[config.mk]
export PLATFORM = sky130hd
export DESIGN_NAME = scan_result_rssi_table_top_flat
export DESIGN_NICKNAME = d
export VERILOG_FILES = /design/src/rtl/core/srt_pkg.sv /design/src/rtl/core/srt_chan_if.sv /design/src/rtl/core/scan_result_rssi_table_top.sv /design/src/rtl/core/srt_ctrl.sv /design/src/rtl/core/srt_dp.sv /design/src/flat_wrapper.sv
export VERILOG_INCLUDE_DIRS = /design/src /design/src/rtl/core
export SDC_FILE = /design/constraint.sdc
export NUM_CORES = 1
export LEC_CHECK = 0
export BUFFER_PORTS_ARGS = -buffer_cell sky130_fd_sc_hd__buf_2
export CORE_ASPECT_RATIO = 0.6
export CORE_MARGIN = 10
export CORE_UTILIZATION = 30
export CTS_CLUSTER_DIAMETER = 40
export DETAILED_ROUTE_END_ITERATION = 7
export HOLD_SLACK_MARGIN = 0.02
export SYNTH_ARGS = -nofsm -noshare
export SYNTH_HDL_FRONTEND = slang
export SYNTH_SLANG_ARGS = --single-unit
[constraint.sdc]
create_clock -name clk -period 16.7 [get_ports clk]
set_input_delay 2.505 -clock clk [delete_from_list [all_inputs] [get_ports clk]]
set_output_delay 2.505 -clock clk [all_outputs]
set_load 0.02 [all_outputs]
[src/rtl/core/scan_result_rssi_table_top_assert.svh]
// Assertion macros for the scan result table. They expect clk and rst_n in scope.
`ifndef SCAN_RESULT_RSSI_TABLE_TOP_ASSERT_SVH
`define SCAN_RESULT_RSSI_TABLE_TOP_ASSERT_SVH
`ifndef SYNTHESIS
// Same-cycle implication.
`define SRT_ASSERT_SAME(lbl, ante, cons) \
  lbl: assert property (@(posedge clk) disable iff (!rst_n) (ante) |-> (cons)) \
    else $error("scan result table: same-cycle check failed");
// Next-cycle implication.
`define SRT_ASSERT_NEXT(lbl, ante, cons) \
  lbl: assert property (@(posedge clk) disable iff (!rst_n) (ante) |=> (cons)) \
    else $error("scan result table: next-cycle check failed");
`else
`define SRT_ASSERT_SAME(lbl, ante, cons)
`define SRT_ASSERT_NEXT(lbl, ante, cons)
`endif
`endif

[src/rtl/core/srt_pkg.sv]
`default_nettype none
package srt_pkg;

  localparam int TABLE_ENTRIES = 8;
  localparam int ADDRESS_BYTES = 6;

  localparam int ADDR_W    = 48;
  localparam int STR_W     = 8;
  localparam int CNT_W     = 16;
  localparam int ACT_W     = 2;
  localparam int OUT_IDX_W = 3;
  localparam int SIZE_W    = 4;

  // Only the low ADDRESS_BYTES bytes of an address take part.
  localparam int KEY_W  = (ADDRESS_BYTES * 8 < ADDR_W) ? ADDRESS_BYTES * 8 : ADDR_W;
  localparam int IDX_W  = (TABLE_ENTRIES > 1) ? $clog2(TABLE_ENTRIES) : 1;
  localparam int FILL_W = $clog2(TABLE_ENTRIES + 1);

  // Running mean: strength * count + rssi, then divide by count + 1.
  localparam int PROD_W = STR_W + CNT_W + 1;
  localparam int MAG_W  = PROD_W - 1;
  localparam int QUO_W  = STR_W;
  localparam int QCNT_W = $clog2(QUO_W);
  localparam int REM_W  = CNT_W + 1;

  localparam logic signed [STR_W-1:0] STRENGTH_CEILING = {1'b0, {(STR_W-1){1'b1}}};
  localparam logic [CNT_W-1:0]        COUNT_CEILING    = '1;

  typedef enum logic [ACT_W-1:0] {
    ACT_AVERAGED = 2'd0,
    ACT_APPENDED = 2'd1,
    ACT_REPLACED = 2'd2,
    ACT_DROPPED  = 2'd3
  } action_t;

  typedef struct packed {
    logic load;
    logic idx_inc;
    logic idx_clear;
    logic mul;
    logic dprep;
    logic dstep;
    logic avg_wr;
    logic append;
    logic weak_step;
    logic replace;
    logic drop;
    logic emit;
  } srt_cmd_t;

  typedef struct packed {
    logic match;
    logic empty;
    logic full;
    logic last_fill;
    logic last_entry;
    logic found;
    logic div_last;
    logic out_free;
  } srt_stat_t;

  function automatic logic [OUT_IDX_W-1:0] idx_out(input logic [IDX_W-1:0] i);
    logic [31:0] w;
    begin
      w = 32'(i);
      return w[OUT_IDX_W-1:0];
    end
  endfunction

  function automatic logic [SIZE_W-1:0] size_out(input logic [FILL_W-1:0] f);
    logic [31:0] w;
    begin
      w = 32'(f);
      return w[SIZE_W-1:0];
    end
  endfunction

endpackage
`default_nettype wire

[src/rtl/core/srt_chan_if.sv]
`default_nettype none
interface srt_in_if;
  logic                             valid;
  logic                             ready;
  logic [srt_pkg::ADDR_W-1:0]       device_address;
  logic signed [srt_pkg::STR_W-1:0] signal_strength;

  modport source (output valid, output device_address, output signal_strength, input ready);
  modport sink   (input valid, input device_address, input signal_strength, output ready);
endinterface

interface srt_out_if;
  logic                                valid;
  logic                                ready;
  logic [srt_pkg::ACT_W-1:0]           action;
  logic [srt_pkg::OUT_IDX_W-1:0]       entry_index;
  logic signed [srt_pkg::STR_W-1:0]    entry_strength;
  logic [srt_pkg::CNT_W-1:0]           entry_count;
  logic [srt_pkg::SIZE_W-1:0]          table_size;

  modport source (output valid, output action, output entry_index, output entry_strength,
                  output entry_count, output table_size, input ready);
  modport sink   (input valid, input action, input entry_index, input entry_strength,
                  input entry_count, input table_size, output ready);
endinterface
`default_nettype wire

[src/rtl/core/scan_result_rssi_table_top.sv]
`default_nettype none
// Scan result table: keeps up to eight advertisers, each with an averaged RSSI and a
// sighting count. Every word accepted on in_ch yields exactly one word on out_ch that
// says what happened: averaged into a known entry, appended, replaced the weakest
// entry below the new RSSI, or dropped. The block takes one sighting at a time and
// takes the next only once its sequencer is back in idle. An empty table goes straight
// to append and emit; a hit runs multiply, divide and mean write before emit; a miss
// in a full table scans for the weakest entry, then replaces or drops. The scan reads
// one table entry per cycle, and the running mean uses an eight-step restoring divider.
// A result waiting on out_ch lets the next sighting in, but that sighting then holds
// in its emit step until the waiting word leaves. The table starts empty after reset.
`include "scan_result_rssi_table_top_assert.svh"
module scan_result_rssi_table_top (
  input  wire logic  clk,
  input  wire logic  rst_n,
  srt_in_if.sink     in_ch,
  srt_out_if.source  out_ch
);
  import srt_pkg::*;

  srt_cmd_t  cmd;
  srt_stat_t st;
  logic      in_rdy;

  // Sequencer: walks match scan, then append, or multiply and divide, or weakest scan, and emit.
  srt_ctrl u_ctrl (
    .clk      (clk),
    .rst_n    (rst_n),
    .in_valid (in_ch.valid),
    .in_ready (in_rdy),
    .st       (st),
    .cmd      (cmd)
  );

  // Table, arithmetic and the output word register.
  srt_dp u_dp (
    .clk          (clk),
    .rst_n        (rst_n),
    .cmd          (cmd),
    .st           (st),
    .in_addr      (in_ch.device_address),
    .in_str       (in_ch.signal_strength),
    .out_ready    (out_ch.ready),
    .out_valid    (out_ch.valid),
    .out_action   (out_ch.action),
    .out_index    (out_ch.entry_index),
    .out_strength (out_ch.entry_strength),
    .out_count    (out_ch.entry_count),
    .out_size     (out_ch.table_size)
  );

  assign in_ch.ready = in_rdy;

  // Hold off a second sighting while one is in work.
  `SRT_ASSERT_NEXT(a_busy_after_accept, in_ch.valid && in_ch.ready, !in_ch.ready)
  // A dropped sighting reports an empty slot.
  `SRT_ASSERT_SAME(a_drop_zero, out_ch.valid && (out_ch.action == ACT_DROPPED),
    (out_ch.entry_count == '0) && (out_ch.entry_index == '0) && (out_ch.entry_strength == '0))
  // Any touched slot holds at least one sighting.
  `SRT_ASSERT_SAME(a_live_count, out_ch.valid && (out_ch.action != ACT_DROPPED),
    out_ch.entry_count != '0)
  // An appended entry starts at one and the table is not empty.
  `SRT_ASSERT_SAME(a_append_one, out_ch.valid && (out_ch.action == ACT_APPENDED),
    (out_ch.entry_count == CNT_W'(1)) && (out_ch.table_size != '0))

endmodule
`default_nettype wire

[src/rtl/core/srt_ctrl.sv]
`default_nettype none
module srt_ctrl (
  input  wire logic               clk,
  input  wire logic               rst_n,
  input  wire logic               in_valid,
  output logic                    in_ready,
  input  wire srt_pkg::srt_stat_t st,
  output srt_pkg::srt_cmd_t       cmd
);
  import srt_pkg::*;

  typedef enum logic [3:0] {
    S_IDLE, S_MATCH, S_MUL, S_DPREP, S_DIV, S_AVG, S_APPEND, S_WEAK, S_DECIDE, S_EMIT
  } state_t;

  state_t state_r, state_nxt;

  assign in_ready = (state_r == S_IDLE);

  always_comb begin
    state_nxt = state_r;
    cmd       = '0;
    case (state_r)
      S_IDLE: begin
        if (in_valid) begin
          cmd.load  = 1'b1;
          state_nxt = S_MATCH;
        end
      end
      S_MATCH: begin
        if (st.empty) begin
          state_nxt = S_APPEND;
        end else if (st.match) begin
          state_nxt = S_MUL;
        end else if (st.last_fill) begin
          if (st.full) begin
            cmd.idx_clear = 1'b1;
            state_nxt     = S_WEAK;
          end else begin
            state_nxt = S_APPEND;
          end
        end else begin
          cmd.idx_inc = 1'b1;
        end
      end
      S_MUL: begin
        cmd.mul   = 1'b1;
        state_nxt = S_DPREP;
      end
      S_DPREP: begin
        cmd.dprep = 1'b1;
        state_nxt = S_DIV;
      end
      S_DIV: begin
        cmd.dstep = 1'b1;
        if (st.div_last) begin
          state_nxt = S_AVG;
        end
      end
      S_AVG: begin
        cmd.avg_wr = 1'b1;
        state_nxt  = S_EMIT;
      end
      S_APPEND: begin
        cmd.append = 1'b1;
        state_nxt  = S_EMIT;
      end
      S_WEAK: begin
        cmd.weak_step = 1'b1;
        if (st.last_entry) begin
          state_nxt = S_DECIDE;
        end else begin
          cmd.idx_inc = 1'b1;
        end
      end
      S_DECIDE: begin
        if (st.found) begin
          cmd.replace = 1'b1;
        end else begin
          cmd.drop = 1'b1;
        end
        state_nxt = S_EMIT;
      end
      S_EMIT: begin
        if (st.out_free) begin
          cmd.emit  = 1'b1;
          state_nxt = S_IDLE;
        end
      end
      default: state_nxt = S_IDLE;
    endcase
  end

  always_ff @(posedge clk) begin
    if (!rst_n) begin
      state_r <= S_IDLE;
    end else begin
      state_r <= state_nxt;
    end
  end

endmodule
`default_nettype wire

[src/rtl/core/srt_dp.sv]
`default_nettype none
module srt_dp (
  input  wire logic                             clk,
  input  wire logic                             rst_n,
  input  wire srt_pkg::srt_cmd_t                cmd,
  output srt_pkg::srt_stat_t                    st,
  input  wire logic [srt_pkg::ADDR_W-1:0]       in_addr,
  input  wire logic signed [srt_pkg::STR_W-1:0] in_str,
  input  wire logic                             out_ready,
  output logic                                  out_valid,
  output logic [srt_pkg::ACT_W-1:0]             out_action,
  output logic [srt_pkg::OUT_IDX_W-1:0]         out_index,
  output logic signed [srt_pkg::STR_W-1:0]      out_strength,
  output logic [srt_pkg::CNT_W-1:0]             out_count,
  output logic [srt_pkg::SIZE_W-1:0]            out_size
);
  import srt_pkg::*;

  // Table storage, read at the scan pointer only.
  logic [KEY_W-1:0]        key_store_r [TABLE_ENTRIES];
  logic signed [STR_W-1:0] str_store_r [TABLE_ENTRIES];
  logic [CNT_W-1:0]        cnt_store_r [TABLE_ENTRIES];
  logic [FILL_W-1:0]       filled_r;

  logic [KEY_W-1:0]         key_r;
  logic signed [STR_W-1:0]  rssi_r;
  logic [IDX_W-1:0]         idx_r;
  logic [IDX_W-1:0]         slot_r;
  logic signed [STR_W-1:0]  weak_r;
  logic                     found_r;

  logic signed [PROD_W-1:0] sum_r;
  logic [REM_W-1:0]         div_r;
  logic                     neg_r;
  logic [REM_W-1:0]         rem_r;
  logic [QUO_W-1:0]         dvd_r;
  logic [QUO_W-1:0]         q_r;
  logic [QCNT_W-1:0]        qcnt_r;

  logic [ACT_W-1:0]         res_act_r;
  logic [IDX_W-1:0]         res_idx_r;
  logic signed [STR_W-1:0]  res_str_r;
  logic [CNT_W-1:0]         res_cnt_r;

  logic                     out_valid_r;
  logic [ACT_W-1:0]         out_action_r;
  logic [OUT_IDX_W-1:0]     out_index_r;
  logic signed [STR_W-1:0]  out_strength_r;
  logic [CNT_W-1:0]         out_count_r;
  logic [SIZE_W-1:0]        out_size_r;

  logic [KEY_W-1:0]         cur_key;
  logic signed [STR_W-1:0]  cur_str;
  logic [CNT_W-1:0]         cur_cnt;
  logic [IDX_W-1:0]         app_idx;
  logic signed [PROD_W-1:0] mul_w;
  logic signed [PROD_W-1:0] sum_nxt;
  logic signed [PROD_W-1:0] abs_w;
  logic [REM_W:0]           trial_w;
  logic [REM_W:0]           diff_w;
  logic                     ge_w;
  logic [REM_W-1:0]         rem_nxt;
  logic signed [STR_W-1:0]  avg_nxt;
  logic [CNT_W-1:0]         cnt_nxt;
  logic                     weaker_w;

  assign cur_key = key_store_r[idx_r];
  assign cur_str = str_store_r[idx_r];
  assign cur_cnt = cnt_store_r[idx_r];
  assign app_idx = filled_r[IDX_W-1:0];

  assign mul_w   = PROD_W'(cur_str) * PROD_W'($signed({1'b0, cur_cnt}));
  assign sum_nxt = mul_w + PROD_W'(rssi_r);
  assign abs_w   = sum_r[PROD_W-1] ? -sum_r : sum_r;

  // One restoring step: quotient magnitude never exceeds the strength range.
  assign trial_w = {rem_r, dvd_r[QUO_W-1]};
  assign ge_w    = trial_w >= (REM_W+1)'(div_r);
  assign diff_w  = trial_w - (REM_W+1)'(div_r);
  assign rem_nxt = ge_w ? diff_w[REM_W-1:0] : trial_w[REM_W-1:0];

  assign avg_nxt  = neg_r ? $signed(-q_r) : $signed(q_r);
  assign cnt_nxt  = (cur_cnt == COUNT_CEILING) ? cur_cnt : cur_cnt + CNT_W'(1);
  assign weaker_w = (cur_str < weak_r) && (cur_str < rssi_r);

  always_comb begin
    st            = '0;
    st.match      = (cur_key == key_r);
    st.empty      = (filled_r == '0);
    st.full       = (filled_r == FILL_W'(TABLE_ENTRIES));
    st.last_fill  = (FILL_W'(idx_r) == filled_r - FILL_W'(1));
    st.last_entry = (idx_r == IDX_W'(TABLE_ENTRIES - 1));
    st.found      = found_r;
    st.div_last   = (qcnt_r == QCNT_W'(QUO_W - 1));
    st.out_free   = !out_valid_r || out_ready;
  end

  // Control state.
  always_ff @(posedge clk) begin
    if (!rst_n) begin
      filled_r    <= '0;
      out_valid_r <= 1'b0;
    end else begin
      if (cmd.append) begin
        filled_r <= filled_r + FILL_W'(1);
      end
      if (cmd.emit) begin
        out_valid_r <= 1'b1;
      end else if (out_ready) begin
        out_valid_r <= 1'b0;
      end
    end
  end

  // Payload and working registers.
  always_ff @(posedge clk) begin
    if (cmd.load) begin
      key_r   <= in_addr[KEY_W-1:0];
      rssi_r  <= in_str;
      idx_r   <= '0;
      weak_r  <= STRENGTH_CEILING;
      found_r <= 1'b0;
    end
    if (cmd.idx_clear) begin
      idx_r <= '0;
    end else if (cmd.idx_inc) begin
      idx_r <= idx_r + IDX_W'(1);
    end
    if (cmd.weak_step && weaker_w) begin
      weak_r  <= cur_str;
      slot_r  <= idx_r;
      found_r <= 1'b1;
    end
    if (cmd.mul) begin
      sum_r <= sum_nxt;
      div_r <= REM_W'(cur_cnt) + REM_W'(1);
    end
    if (cmd.dprep) begin
      neg_r  <= sum_r[PROD_W-1];
      rem_r  <= REM_W'(abs_w[MAG_W-1:QUO_W]);
      dvd_r  <= abs_w[QUO_W-1:0];
      q_r    <= '0;
      qcnt_r <= '0;
    end
    if (cmd.dstep) begin
      rem_r  <= rem_nxt;
      dvd_r  <= {dvd_r[QUO_W-2:0], 1'b0};
      q_r    <= {q_r[QUO_W-2:0], ge_w};
      qcnt_r <= qcnt_r + QCNT_W'(1);
    end
    if (cmd.avg_wr) begin
      str_store_r[idx_r] <= avg_nxt;
      cnt_store_r[idx_r] <= cnt_nxt;
      res_act_r          <= ACT_AVERAGED;
      res_idx_r          <= idx_r;
      res_str_r          <= avg_nxt;
      res_cnt_r          <= cnt_nxt;
    end
    if (cmd.append) begin
      key_store_r[app_idx] <= key_r;
      str_store_r[app_idx] <= rssi_r;
      cnt_store_r[app_idx] <= CNT_W'(1);
      res_act_r            <= ACT_APPENDED;
      res_idx_r            <= app_idx;
      res_str_r            <= rssi_r;
      res_cnt_r            <= CNT_W'(1);
    end
    if (cmd.replace) begin
      key_store_r[slot_r] <= key_r;
      str_store_r[slot_r] <= rssi_r;
      cnt_store_r[slot_r] <= CNT_W'(1);
      res_act_r           <= ACT_REPLACED;
      res_idx_r           <= slot_r;
      res_str_r           <= rssi_r;
      res_cnt_r           <= CNT_W'(1);
    end
    if (cmd.drop) begin
      res_act_r <= ACT_DROPPED;
      res_idx_r <= '0;
      res_str_r <= '0;
      res_cnt_r <= '0;
    end
    if (cmd.emit) begin
      out_action_r   <= res_act_r;
      out_index_r    <= idx_out(res_idx_r);
      out_strength_r <= res_str_r;
      out_count_r    <= res_cnt_r;
      out_size_r     <= size_out(filled_r);
    end
  end

  assign out_valid    = out_valid_r;
  assign out_action   = out_action_r;
  assign out_index    = out_index_r;
  assign out_strength = out_strength_r;
  assign out_count    = out_count_r;
  assign out_size     = out_size_r;

endmodule
`default_nettype wire
[src/flat_wrapper.sv]
// flat-port wrapper written by rule: the top's interface ports become plain ports
module scan_result_rssi_table_top_flat import srt_pkg::*;
  (clk, rst_n, in_ch_valid, in_ch_device_address, in_ch_signal_strength, in_ch_ready, out_ch_valid, out_ch_action, out_ch_entry_index, out_ch_entry_strength, out_ch_entry_count, out_ch_table_size, out_ch_ready);
  srt_in_if in_ch_i ();
  srt_out_if out_ch_i ();
  input  wire logic clk;
  input  wire logic rst_n;
  input wire logic [$bits(in_ch_i.valid)-1:0] in_ch_valid;
  input wire logic [$bits(in_ch_i.device_address)-1:0] in_ch_device_address;
  input wire logic [$bits(in_ch_i.signal_strength)-1:0] in_ch_signal_strength;
  output wire logic [$bits(in_ch_i.ready)-1:0] in_ch_ready;
  output wire logic [$bits(out_ch_i.valid)-1:0] out_ch_valid;
  output wire logic [$bits(out_ch_i.action)-1:0] out_ch_action;
  output wire logic [$bits(out_ch_i.entry_index)-1:0] out_ch_entry_index;
  output wire logic [$bits(out_ch_i.entry_strength)-1:0] out_ch_entry_strength;
  output wire logic [$bits(out_ch_i.entry_count)-1:0] out_ch_entry_count;
  output wire logic [$bits(out_ch_i.table_size)-1:0] out_ch_table_size;
  input wire logic [$bits(out_ch_i.ready)-1:0] out_ch_ready;
  assign in_ch_i.valid = in_ch_valid;
  assign in_ch_i.device_address = in_ch_device_address;
  assign in_ch_i.signal_strength = in_ch_signal_strength;
  assign in_ch_ready = in_ch_i.ready;
  assign out_ch_valid = out_ch_i.valid;
  assign out_ch_action = out_ch_i.action;
  assign out_ch_entry_index = out_ch_i.entry_index;
  assign out_ch_entry_strength = out_ch_i.entry_strength;
  assign out_ch_entry_count = out_ch_i.entry_count;
  assign out_ch_table_size = out_ch_i.table_size;
  assign out_ch_i.ready = out_ch_ready;
  scan_result_rssi_table_top u_core (.clk(clk), .rst_n(rst_n), .in_ch(in_ch_i), .out_ch(out_ch_i));
endmodule
== Word level (Yosys, flattened, before mapping) ==
Memories as Yosys holds them, arrays and structs flattened. A register that Yosys moved wholly into a read port is not among the register bits.
Index checks and enable logic that the tools add are counted.

* Logic and storage cells: 173
* Memories kept: 3
* Output and inout bits: 35
* RAM bits: 576
* Register bits after elaboration: 221
* Input port bits: 60

{| class="wikitable"
|+ Memory list
! memory !! depth !! bits a word !! rd ports !! clocked after memory_dff !! write ports !! RTL line !! source
|-
| u_core.u_dp.key_store_r || 8 || 48 || 1 || 1 || 1 || srt_dp.sv:20 || <nowiki>logic [KEY_W-1:0] key_store_r [TABLE_ENTRIES];</nowiki>
|-
| u_core.u_dp.cnt_store_r || 8 || 16 || 1 || 1 || 1 || srt_dp.sv:22 || <nowiki>logic [CNT_W-1:0] cnt_store_r [TABLE_ENTRIES];</nowiki>
|-
| u_core.u_dp.str_store_r || 8 || 8 || 1 || 1 || 1 || srt_dp.sv:21 || <nowiki>logic signed [STR_W-1:0] str_store_r [TABLE_ENTRIES];</nowiki>
|}

* Reductions and logical operators: 21
* Equality and inequality tests: 20
* Add/subtract/negate cells: 10
* Multiplexer cells: 87
* $lt $le $gt $ge: 3
* Multipliers: 1

{| class="wikitable"
|+ Operator list
! operator !! count
|-
| two-way mux 8 bit || 12
|-
| two-way mux 3 bit || 18
|-
| two-way mux 17 bit || 3
|-
| == test 48 bit || 1
|-
| two-way mux 16 bit || 3
|-
| two-way mux 48 bit || 1
|-
| OR reduction 48 bit || 1
|-
| two-way mux 1 bit || 35
|-
| case mux 4 bit (8 select lines) || 1
|-
| OR reduction 16 bit || 2
|-
| two-way mux 4 bit || 7
|-
| adder 25 x 8 -> 25 bit || 1
|-
| multiplier 8 x 17 -> 25 bit || 1
|-
| two-way mux 24 bit || 1
|-
| negator 24 bit || 1
|-
| >= comparator 18 x 17 -> 1 bit || 1
|-
| adder 16 x 1 -> 17 bit, second input constant || 1
|-
| subtractor 17 bit || 1
|-
| adder 16 x 1 -> 16 bit, second input constant || 1
|-
| == test 16 bit, second input constant || 1
|-
| == test 4 x 3 -> 1 bit, second input constant || 4
|-
| < comparator 8 bit || 2
|-
| OR reduction 8 bit || 2
|-
| == test 4 bit, second input constant || 3
|-
| other kinds (22) || 38
|}

== Logic depth before layout (Yosys ltp) ==
Gate-level depths: netlist of run 1.

* Word-level depth: 9
* Depth in mapped cells: 29
* Depth with buffers taken out: 23

== By module ==
Synthesis of run 1 repeated with hierarchy kept, for this count alone.

* Cells, all modules: 2780
* Area, all modules: 38340.5 sq um

{| class="wikitable"
|+ By module, submodules not included
! module !! seq. area each (sq um) !! instances !! cells an instance !! area each (sq um)
|-
| srt_dp || 22201.3 || 1 || 2725 || 37903.9
|-
| srt_ctrl || 80.1 || 1 || 55 || 436.7
|}

== Least setup slack after synthesis of run 1 ==
No wires, ideal clock.

* Path type: reg2reg
* Start point: reg with a tool-made name
* End point: reg u_core.u_dp.sum_r[23], data pin
* Clock period less this slack: 7.497 ns
* Arrival time: 7.235 ns
* Slack: 9.203 ns
* Setup time: 0.262 ns
* Data required time: 16.438 ns
* Cell stages (with the launch flop): 26
* Buffers on the path: 7
* Cells stage by stage: dfxtp_1 -> buf_6 -> buf_8 -> buf_6 -> buf_4 -> buf_2 -> buf_2 -> buf_2 -> mux4_2 -> mux2i_1 -> inv_1 -> nand2_1 -> fa_1 -> fa_1 -> inv_1 -> fa_1 -> fa_1 -> fa_1 -> ha_1 -> a2111oi_0 -> o21ai_0 -> a31o_2 -> a41o_1 -> o21ai_0 -> a21oi_1 -> xor2_1

{| class="wikitable"
|+ RTL lines
! item !! RTL line !! source
|-
| end signal, assigned || srt_dp.sv:135 || <nowiki>sum_r <= sum_nxt;</nowiki>
|-
| end, declared || srt_dp.sv:32 || <nowiki>logic signed [PROD_W-1:0] sum_r;</nowiki>
|}

==> run_results.csv, run 1 <==
group,metric,value,unit
outcome,outcome,"finished clean",
job,cap_violations,0,
setup_path,critPathCaptureType,"flop",
synth,synth_warnings,0,
routing,first_pass_iters,5,
cts,post_cts_buffers,0,
routing,vias,19881,
synth,syn_area,37020,um^2
synth,ys.flop_type,"edfxtp_1",
finish,area_growth,15.73,%
setup_path,cpMostUsedCell,"fa_1",
timing,hold_violations,0,
timing,slew_headroom,17.88,%
floorplanning,die_w,473.5,um
global_route,grt_pass1_vias,20042,
synth,avgSynthCellArea,15.92,um^2
timing,rsz0062_at_grt,"false",
synth,yosys_register_bits,800,
cts,cts_num_sinks,800,
routing,avgViaCountPerCell,4.755,
floorplanning,design.portCount,95,
finish,fin_nets,2755,
cts,numCtsBuffers,97,
place,place_congestion,0.8484,
finish,drive_gt1_share,19.04,%
cts,cts_tree,"yes",
setup_path,cp_top_family,"adder cells",
floorplanning,rows,99,
routing,drcViolationCount,0,
setup_path,start_kind,"flop",
synth,yosysUniqueCellTypes,69,
cts,root_buffer,"clkbuf_16",
routing,ant_nets,0,
synth,synth_cells,2325,
floorplanning,dieArea,138300,um^2
timing,fin_crit_sh,49.93,%
cts,clk_latency,680,ps
hold_path,hp-class,"reg2reg",
synth,yosysSeqAreaShare,63.65,%
setup_path,worst_r2r_path_depth,20,
global_route,grt_overflow_total,0,
setup_path,critPathArrivalTime,8740,ps
setup_path,path_cells,"buf_12 > mux4_2 > mux2i_1 > buf_4 > clkinv_1 > nand2_1 > fa_1 > fa_1 > inv_1 > fa_1 > fa_1 > fa_1 > ha_1 > a2111oi_0 > o21ai_0 > a31o_2 > a41o_1 > o21ai_0 > a21oi_1 > xor2_1",
cts,htree_num_levels,3,
timing,min_period,8338,ps
synth,synth_edf_count,754,
setup_path,cp_slowest_stage_delay,740,ps
hold_path,hold_depth,0,
timing,whs,432.1,ps
global_route,antenna_found_initial,6,
timing,fmax,0.1199,GHz
synth,syn_nets,2598,
routing,wl_per_cell,21.14,um
global_route,grt_pass1_wl,133.7,mm
setup_path,cp_max_fo,94,
routing,wirelength,88.39,mm
setup_path,cp.required,17100,ps
setup_path,path_buf_inv,4,
timing,setup_violations,0,
cts,clockBufferDepth,3,
place,numPortBuffers,94,
synth,postSynth.asyncResetShare,0,%
cts,cts_resized,0,
cts,clk_pin_slew,60,ps
hold_path,whs_endpoint,"u_core.u_dp.out_count[11]",
floorplanning,coreArea,122000,um^2
setup_path,r2r_slack,8360,ps
setup_path,cp_slowest_cell,"dfxtp_4",
setup_path,path_class,"reg2reg",
timing,drv_slew,0,
floorplanning,start_util,30.34,%
place,place_inst,3998,
global_route,grt_max_degree,108,
hold_path,worstHoldStart,"u_core.u_dp.res_cnt_r[11]",
global_route,grt_usage,12.62,%
timing,fin_skew,48.78,ps
floorplanning,dieHeight,292.1,um
timing,fin_setup_tns,0,ps
cts,holdBufCountCts,0,
place,dp_hpwl,57.64,mm
routing,drt_iter0_drc,1734,
setup_path,rr_endpoint,"u_core.u_dp.sum_r[23]",
timing,worst_pin_slew,1232,ps
finish,fin_cells,4181,
==> worst register-to-register path, cell delays in order (launching register included) <==
cell and delay, ps:
dfxtp_4 740, buf_12 670, mux4_2 590, mux2i_1 160, buf_4 270, clkinv_1 460, nand2_1 250, fa_1 450
fa_1 550, inv_1 50, fa_1 500, fa_1 570, fa_1 420, ha_1 360, a2111oi_0 700, o21ai_0 370
a31o_2 310, a41o_1 250, o21ai_0 190, a21oi_1 100, xor2_1 150
==> stage by stage <==
step / util (%) / cell area [um^2] / worst slack [ps]
3_3_place_gp: 32.39 / 39520 / 8421
5_1_grt: 35.11 / 42840 / 7906
2_1_floorplan: - / 37020 / 9203
4_1_cts: 35.10 / 42830 / 8391
6_report: 35.11 / 42840 / 8362
3_5_place_dp: 32.39 / 39520 / 8391
==> final cells by class <==
class                   count  area [um^2]
clock buffers             111         2542
diodes                      2        5.005
inverters                 169        635.6
clock inverters            69        765.7
flip-flops and latches    800        23570
well taps                1616         2022
multi-input cells        1273        12450
fillers                 11469        79170
repair buffers            141        848.3
==> layer usage <==
layer / wire [um] / up-vias / track usage (%)
li1: - / 8964 / -
met1: 44700 / 10113 / 19.92
met2: 35130 / 689 / 16.91
met3: 6983 / 115 / 3.336
met4: 1579 / 0 / 2.855
met5: 0 / - / 0
==> sequential cells by signal, summed over array words and instances, names as in the netlist, 4 cells and up, named ones only <==
signal,flops
u_core.u_dp.dvd_r,8
u_core.u_dp.rssi_r,8
u_core.u_dp.weak_r,8
u_core.u_dp.res_cnt_r,16
u_core.u_dp.key_store_r,384
u_core.u_ctrl.state_r,4
u_core.u_dp.res_str_r,8
u_core.u_dp.q_r,8
u_core.u_dp.cnt_store_r,128
u_core.u_dp.str_store_r,64
u_core.u_dp.sum_r,25
u_core.u_dp.div_r,17
u_core.u_dp.out_strength,8
u_core.u_dp.filled_r,4
u_core.u_dp.rem_r,17
u_core.u_dp.key_r,48
u_core.u_dp.out_count,16
u_core.u_dp.out_size,4
==> worst max-delay path by stage <==
stage / slack [ps] / depth (start not counted) / to
2_1_floorplan: 9200 / 25 / u_core.u_dp.sum_r[23]
3_3_place_gp: 8420 / 20 / u_core.u_dp.sum_r[23]
3_5_place_dp: 8390 / 20 / u_core.u_dp.sum_r[23]
4_1_cts: 8390 / 20 / u_core.u_dp.sum_r[23]
5_1_grt: 7910 / 20 / u_core.u_dp.sum_r[23]
6_report: 8360 / 20 / u_core.u_dp.sum_r[23]
==> cells in the final DEF (no fill, tap or decap), types with 6 or more instances in the layout <==
cell	n
mux2i_1	95
xnor2_1	77
clkbuf_16	99
o21a_1	7
and3_1	11
nand2_1	150
inv_1	166
and2_1	10
mux2_2	11
xor2_1	54
buf_2	94
edfxtp_1	754
bufinv_16	7
fa_1	109
buf_4	44
clkinvlp_4	11
clkinv_2	9
a21o_1	24
ha_1	104
clkbuf_1	10
nand4_1	10
dfxtp_1	43
nand3_1	17
nor2_2	6
nor2_1	166
mux4_2	139
inv_8	7
or2_2	7
nor3_1	16
clkinv_1	14
clkinv_4	13
a21oi_1	63
o21ai_0	66
nand2b_1	23
nor2b_1	14
or3_1	11
==> logic make-up (layout without fill, tap and decap cells) <==
| group | after synthesis | in the layout | synth area share [%] |
|---|---|---|---|
| other | 0 | 2 | 0 |
| muxes | 249 | 249 | 11.60 |
| xor gates and xnor gates | 131 | 131 | 3.099 |
| and+or+nand+nor | 473 | 473 | 5.861 |
| AOI/OAI and AO/OA | 207 | 207 | 3.427 |
| buffers and inverters | 252 | 490 | 2.947 |
| adders and majority gates | 213 | 213 | 9.410 |
| DFF | 800 | 800 | 63.65 |
==> cells in the mapped netlist (all sizes together) (11+ instances only) <==
cell	count	area, um^2
xnor2	77	674.4
a21o	24	180.2
nand2	150	563.0
or3	11	68.82
nor2b	15	93.84
xor2	54	473.0
nor2	176	660.6
nand2b	23	143.9
dfxtp	46	920.9
nand3	17	85.08
mux2i	95	950.9
mux4	142	3209
inv	168	630.6
a21oi	63	315.3
buf	39	291.5
mux2	12	135.1
nor3	21	110.1
and3	11	68.82
fa	109	2182
ha	104	1301
clkbuf	44	165.2
o21ai	67	335.3
edfxtp	754	22640
Power of run 1 is left out: the tool's default activity adds up to more than one toggle a clock period on the data nets, which glitch-free logic cannot reach.
==> run 2, diff against run 1 <==
clock period = 7.8 ns   (was 16.7 ns; I/O delays follow)
==> run_results.csv, run 2 (synthesized netlist as in run 1, its figures left out) <==
group,metric,value,unit
outcome,outcome,"finished clean",
timing,worst_pin_slew,1435,ps
cts,root_buffer,"clkbuf_16",
routing,vias,19900,
hold_path,hold_depth,0,
routing,avgViaCountPerCell,4.734,
hold_path,worstHoldStart,"u_core.u_dp.res_cnt_r[12]",
timing,fin_crit_sh,93.54,%
cts,cts_tree,"yes",
setup_path,cp_max_fo,23,
setup_path,rr_endpoint,"u_core.u_dp.sum_r[23]",
routing,first_pass_iters,5,
timing,fin_skew,44.63,ps
place,numPortBuffers,94,
setup_path,worst_r2r_path_depth,18,
global_route,grtUsageMet1,19.91,%
cts,clk_pin_slew,60,ps
cts,numCtsBuffers,100,
global_route,grt_max_degree,53,
finish,n_fill_cell,11491,
global_route,busiest_layer,"met1",
finish,multi_input_area,12450,um^2
timing,min_period,7296,ps
place,place_congestion,0.8593,
global_route,grt_use_met3,3.285,%
finish,drive_gt1_share,20.02,%
floorplanning,dieHeight,292.1,um
cts,post_cts_buffers,0,
setup_path,cp.required,8210,ps
global_route,use_met2,16.98,%
finish,layout_commonest_cell,"edfxtp_1",
cts,htree_num_levels,3,
timing,drv_slew,0,
floorplanning,die_w,473.5,um
timing,slew_headroom,3.293,%
timing,hold_violations,0,
routing,ant_nets,0,
job,cap_violations,0,
setup_path,path_class,"reg2reg",
floorplanning,start_util,30.34,%
floorplanning,dieArea,138300,um^2
global_route,grt_overflow_total,0,
timing,fin_setup_tns,0,ps
cts,cts_num_sinks,800,
timing,setup_violations,0,
finish,reg.largest.list,"u_core.u_dp.key_store_r (384), u_core.u_dp.cnt_store_r (128), u_core.u_dp.str_store_r (64)",
floorplanning,coreArea,122000,um^2
finish,largest_register_ff_count,384,
finish,fin_nets,2772,
routing,wirelength,88.13,mm
setup_path,critPathCaptureType,"flop",
global_route,grt_pass1_wl,133.3,mm
cts,clockBufferDepth,3,
global_route,grt_pass1_vias,19947,
floorplanning,design.portCount,95,
setup_path,r2r_slack,500,ps
routing,drcViolationCount,0,
finish,area_growth,16.60,%
hold_path,whs_endpoint,"u_core.u_dp.out_count[12]",
hold_path,hp-class,"reg2reg",
cts,holdBufCountCts,0,
floorplanning,rows,99,
routing,wl_per_cell,20.96,um
place,dp_hpwl,57.90,mm
timing,fmax,0.1371,GHz
timing,rsz0062_at_grt,"false",
global_route,grt_usage,12.57,%
finish,seq_area,23570,um^2
setup_path,start_kind,"flop",
setup_path,critPathArrivalTime,7710,ps
finish,regMostFlops,"u_core.u_dp.key_store_r",
cts,clk_latency,690,ps
finish,final_cell_mix,"edfxtp_1 (754), nor2_1 (166), inv_1 (166)",
cts,cts_resized,0,
global_route,antenna_found_initial,7,
routing,drt_iter0_drc,1659,
[run 2: stage by stage]
stage	std cells	hold slack, ps	utilization (%)	worst slack [ps]	cell area, um^2
floorplan	2325	403.0	-	302.5	37020
global placement	4013	418.3	32.47	485.6	39620
detailed placement	4013	420.0	32.47	493.2	39620
CTS	4203	433.2	35.38	493.7	43160
global route	4204	433.4	35.38	96.86	43160
finish	4204	424.0	35.38	503.9	43160
[run 2: how the worst max path moves through the flow]
stage                             to  start
2_1_floorplan  u_core.u_dp.sum_r[23]   flop
3_3_place_gp   u_core.u_dp.sum_r[23]   flop
3_5_place_dp   u_core.u_dp.sum_r[23]   flop
4_1_cts        u_core.u_dp.sum_r[23]   flop
5_1_grt        u_core.u_dp.sum_r[23]   flop
6_report       u_core.u_dp.sum_r[23]   flop
[run 2: cell type report]
type,instances,share of cell area [%]
timing repair buffer,155,2.180
clock inverter,81,2.307
tap,1616,4.684
sequential,800,54.61
antenna,1,0.005797
inverter,169,1.473
multi-input combinational,1273,28.84
clock buffer,109,5.899
[run 2: worst max-delay path, cell delays in order (launching register included)]
cell       delay [ps]
dfxtp_4           600
buf_12            280
mux4_2            530
mux2i_1           520
or2_2             240
fa_1              430
fa_1              500
inv_1              60
fa_1              500
fa_1              580
fa_1              420
ha_1              350
a2111oi_0         630
o21ai_0           390
a31o_2            320
a41o_1            250
o21ai_0           170
a21oi_1           100
xor2_1            150
[run 2: layer usage]
layer	part of all wire, %	wire length (um)
met5	0.019	17
met3	7.1	6279
met4	1.5	1327
met1	51	44840
met2	40	35670
Power of run 2 is left out for the same reason.
